===== config.mk =====
export PLATFORM = sky130hd
export DESIGN_NAME = grr_ram
export DESIGN_NICKNAME = d
export VERILOG_FILES = /design/src/design/grr_ram.sv
export SDC_FILE = /design/constraint.sdc
export NUM_CORES = 2
export LEC_CHECK = 0
export BUFFER_PORTS_ARGS = -buffer_cell sky130_fd_sc_hd__buf_4
export CAP_MARGIN = 20
export CORE_ASPECT_RATIO = 1.2
export CORE_MARGIN = 2
export CORE_UTILIZATION = 50
export DETAILED_ROUTE_END_ITERATION = 8
export PLACE_DENSITY = 0.73
export SLEW_MARGIN = 20
export SYNTH_ARGS = -nofsm -noshare
export SYNTH_HDL_FRONTEND = slang
export SYNTH_SLANG_ARGS = --single-unit

===== constraint.sdc =====
create_clock -name clock -period 4.8 [get_ports clock]
set_clock_uncertainty 0.15 [all_clocks]
set_input_delay 0.24 -clock clock [delete_from_list [all_inputs] [get_ports clock]]
set_output_delay 0.24 -clock clock [all_outputs]
set_load 0.02 [all_outputs]

===== src/design/grr_ram.sv =====
// ---------------------------------------------------------------------------
// grr_ram
// Generic simple dual-port RAM, one write port, one registered read port.
// ---------------------------------------------------------------------------
module grr_ram #(
   parameter int WIDTH = 8,
   parameter int DEPTH = 256,
   localparam int AW = (DEPTH > 1) ? $clog2(DEPTH) : 1
) (
   input  logic             clock,
   input  logic             wr_en,
   input  logic [AW-1:0]    wr_addr,
   input  logic [WIDTH-1:0] wr_data,
   input  logic             rd_en,
   input  logic [AW-1:0]    rd_addr,
   output logic [WIDTH-1:0] rd_data
);

   logic [WIDTH-1:0] mem [DEPTH];
   logic [WIDTH-1:0] rd_data_ff;

   always_ff @(posedge clock) begin
      if (wr_en) begin
         mem[wr_addr] <= wr_data;
      end
      // read data holds while no read is issued
      if (rd_en) begin
         rd_data_ff <= mem[rd_addr];
      end
   end

   assign rd_data = rd_data_ff;

endmodule


==> results.py <==
metrics = {
    "floorplan": {
        "rows": 160,
        "initial_core_util_pct": 50.3,
        "die_w_um": 368,
        "design.die.area_mm2": 0.162,
        "core_mm2": 0.158,
        "io_pins": 35,
        "die_height_um": 441,
    },
    "logic_synthesis": {
        "synth_top_family_by_area": "multiplexers",
        "synthFlopType": "edfxtp_1",
        "ys_types": 54,
        "synth_edf_count": 2056,
        "synthCells": 3733,
        "syn_avg_cell_area_um2": 21.3,
        "synthXorXnorAreaFrac_pct": 0,
        "synth.area.mux_share_pct": 14.6,
        "seq_area_frac_synth_pct": 77.5,
        "synth_fa_ha_area_share_pct": 0,
        "ys_warn_count": 0,
        "synth_area_mm2": 0.0796,
        "async_flop_share_pct": 0,
        "synth_compound_area_share_pct": 3.42,
        "synth-simple-area-share_pct": 2.63,
        "synth-seq-cells": 2056,
        "synth_nets": 3760,
    },
    "global_routing": {
        "grt_pass1_vias": 39500,
        "grt_overflow": 0,
        "grt_start_max_net_pins": 197,
        "grt_util_all_layers_pct": 24.2,
        "antenna_found_initial": 12,
        "grt_pass1_wl_um": 282000,
    },
    "sta": {
        "rsz0062_at_grt": "no",
        "finalCriticalPeriod_ns": 3.70,
        "setup_tns_ns": 0,
        "slew_violations": 0,
        "finalHoldViolCount": 0,
        "maxSlewHeadroom_pct": 24.9,
        "setup_viol": 0,
        "max_freq_mhz": 271,
        "timing.final.crit_share_pct": 77.0,
        "worst_pin_slew_ns": 1.13,
    },
    "power": {
        "p_leak_nw": 27.1,
        "p_int_w": 0.0284,
        "switching_share_pct": 21.4,
        "comb_power_share_pct": 5.0,
        "clockPowerShare_pct": 40.2,
        "p_sw_w": 0.00774,
        "seqPwrFrac_pct": 54.8,
        "powerDensity_mw_per_mm2": 409,
        "vdd_drop_max_uv": 388,
    },
    "clock_network": {
        "cts_sinks": 2056,
        "clockRootBuffer": "clkbuf_16",
        "worstSkewPairLatency_ns": 0.83,
        "htreeDepth": 4,
        "cts-buffers-inserted": 186,
        "cts_setup_buffers": 0,
        "cts_tree": "done",
        "clk_pin_slew_ns": 0.06,
        "clockBufferDepth": 3,
    },
    "worst_hold_path": {
        "hp-class": "in2reg",
    },
    "drt": {
        "via_per_inst": 6.43,
        "drt-total-wl_um": 196000,
        "post_drt_wl_per_cell_um": 32.0,
        "drt_first_pass_iters": 6,
        "drt-initial-drc-count": 5591,
        "via_count": 39300,
        "route.detailed.drc": 0,
        "antenna_left": 0,
    },
    "final_layout": {
        "layout.nets": 3878,
        "regArea_mm2": 0.0617,
        "layout_commonest_cell": "edfxtp_1",
        "layout-drive-gt1-share_pct": 22.6,
        "area.growth.synth_to_final_pct": 11.0,
        "layout_common_cells": "2,056 x edfxtp_1, 454 x mux4_2, 279 x nor2_1, 189 x clkbuf_16, 134 x mux2i_1",
        "fill_cells": 11300,
        "final_cell_area_mm2": 0.0884,
        "multi_input_area_mm2": 0.0165,
        "final_cells": 6116,
    },
    "flow_run": {
        "drv_cap": 0,
    },
    "worst_setup_path": {
        "cp.required_ns": 5.19,
        "arrival_ns": 4.09,
        "end_kind": "register",
        "worstSetupPathType": "in2reg",
        "crit_path_start_kind": "input port",
        "worstPathMaxFanout": 26,
    },
    "place": {
        "hpwlAfterDp_um": 119000,
        "placed_area_mm2": 0.0824,
        "port_buffers": 34,
        "dp.cells": 5762,
        "gp_congestion": 0.849,
    },
    "run_status": {
        "outcome": "finished, final reports clean",
    },
}
[cells in the mapped netlist (all sizes together), types with 2 or more instances]
| library cell | number | area, µm² |
|---|---|---|
| a221oi | 14 | 129 |
| nand2b | 8 | 50.1 |
| a21oi | 96 | 480 |
| mux2i | 134 | 1340 |
| nor2 | 282 | 1060 |
| nand2 | 33 | 124 |
| mux4 | 456 | 10300 |
| o221ai | 47 | 418 |
| a211oi | 16 | 120 |
| nor2b | 31 | 194 |
| buf | 122 | 1030 |
| a31oi | 2 | 12.5 |
| nand4 | 10 | 62.6 |
| and3b | 2 | 17.5 |
| o211ai | 10 | 75.1 |
| nor3 | 22 | 110 |
| or2 | 4 | 25.0 |
| nand3 | 34 | 170 |
| o32ai | 5 | 51.3 |
| o21ai | 12 | 60.1 |
| clkbuf | 111 | 417 |
| edfxtp | 2056 | 61700 |
| a311oi | 2 | 17.5 |
| a2111oi | 5 | 52.6 |
| o22ai | 28 | 175 |
| nor4 | 27 | 188 |
| nand3b | 2 | 15.0 |
| o22a | 5 | 43.8 |
| a22oi | 133 | 998 |
| and2 | 6 | 37.5 |
| a22o | 8 | 70.1 |
[worst paths after layout]
kind / cells past startpoint / end / slack, ns / startpoint
max reg2reg: 6 / rd_data[3]$_DFFE_PP_ / 1.24 / mem[80][3]$_DFFE_PP_
max: 9 / rd_data[3]$_DFFE_PP_ / 1.10 / rd_addr[2]
min: 1 / mem[161][3]$_DFFE_PP_ / 0.03 / wr_data[3]
min reg2reg: 5 / rd_data[6]$_DFFE_PP_ / 0.95 / mem[38][6]$_DFFE_PP_
[worst max-delay path, stage by stage]
cell	delay, ns
buf_4	0.42
buf_4	0.48
nor2_4	0.27
buf_4	0.35
a22o_1	0.27
a221oi_1	0.84
o32ai_1	0.38
nor3_1	0.61
nor4_1	0.16
[metal layers]
metal	part of all wire, %	global-route usage, %
met1	36	31.6
met2	49	39.0
met3	9.7	4.97
met4	5.3	12.2
met5	0.060	0
[cell type report]
type | instances | share of cell area, %
Antenna cell | 3 | 0.00849
Inverter | 2 | 0.00849
Clock buffer | 222 | 5.49
Tap cell | 2106 | 2.98
Clock inverter | 122 | 1.20
Multi-Input combinational cell | 1442 | 18.7
Sequential cell | 2056 | 69.8
Timing Repair Buffer | 163 | 1.83
[flip-flops by register name, indices dropped and copies added (netlist names)]
register and count:
rd_data 8, mem 2048
[cells by family after synthesis]
| kind of cell | count (synthesis) |
|---|---|
| AND/OR/NAND/NOR | 466 |
| buffers and inverters | 235 |
| AO/OA/AOI/OAI | 385 |
| flip-flops | 2056 |
| multiplexers | 591 |
[power by group through the flow]
stage,clock [W],combinational (W),sequential [W]
detailed placement,0,0.00179,0.0202
global route,0.0153,0.00188,0.0198
finish,0.0145,0.00181,0.0198
floorplan,0,0.000962,0.0202
global placement,0,0.00176,0.0202
CTS,0.0146,0.00180,0.0198
[through the flow]
| step | util, % | hold WS [ns] | setup WS, ns | power, W |
|---|---|---|---|---|
| after global placement | 52.0 | 0.471 | 0.326 | 0.0220 |
| after floorplan | - | 0.189 | 2.33 | 0.0212 |
| after detailed placement | 52.0 | 0.466 | 0.331 | 0.0220 |
| after global routing | 55.8 | 0.0647 | 1.20 | 0.0370 |
| after CTS | 55.8 | 0.000715 | 1.20 | 0.0363 |
| final | 55.8 | 0.0251 | 1.10 | 0.0362 |
[repair_timing]
action                     CTS  global route
hold endpoints to repair   246             0
resized for setup            0             0
hold buffers                 6             0
setup endpoints to repair    0             0
Note: power is estimated with default switching activity, not from simulation.
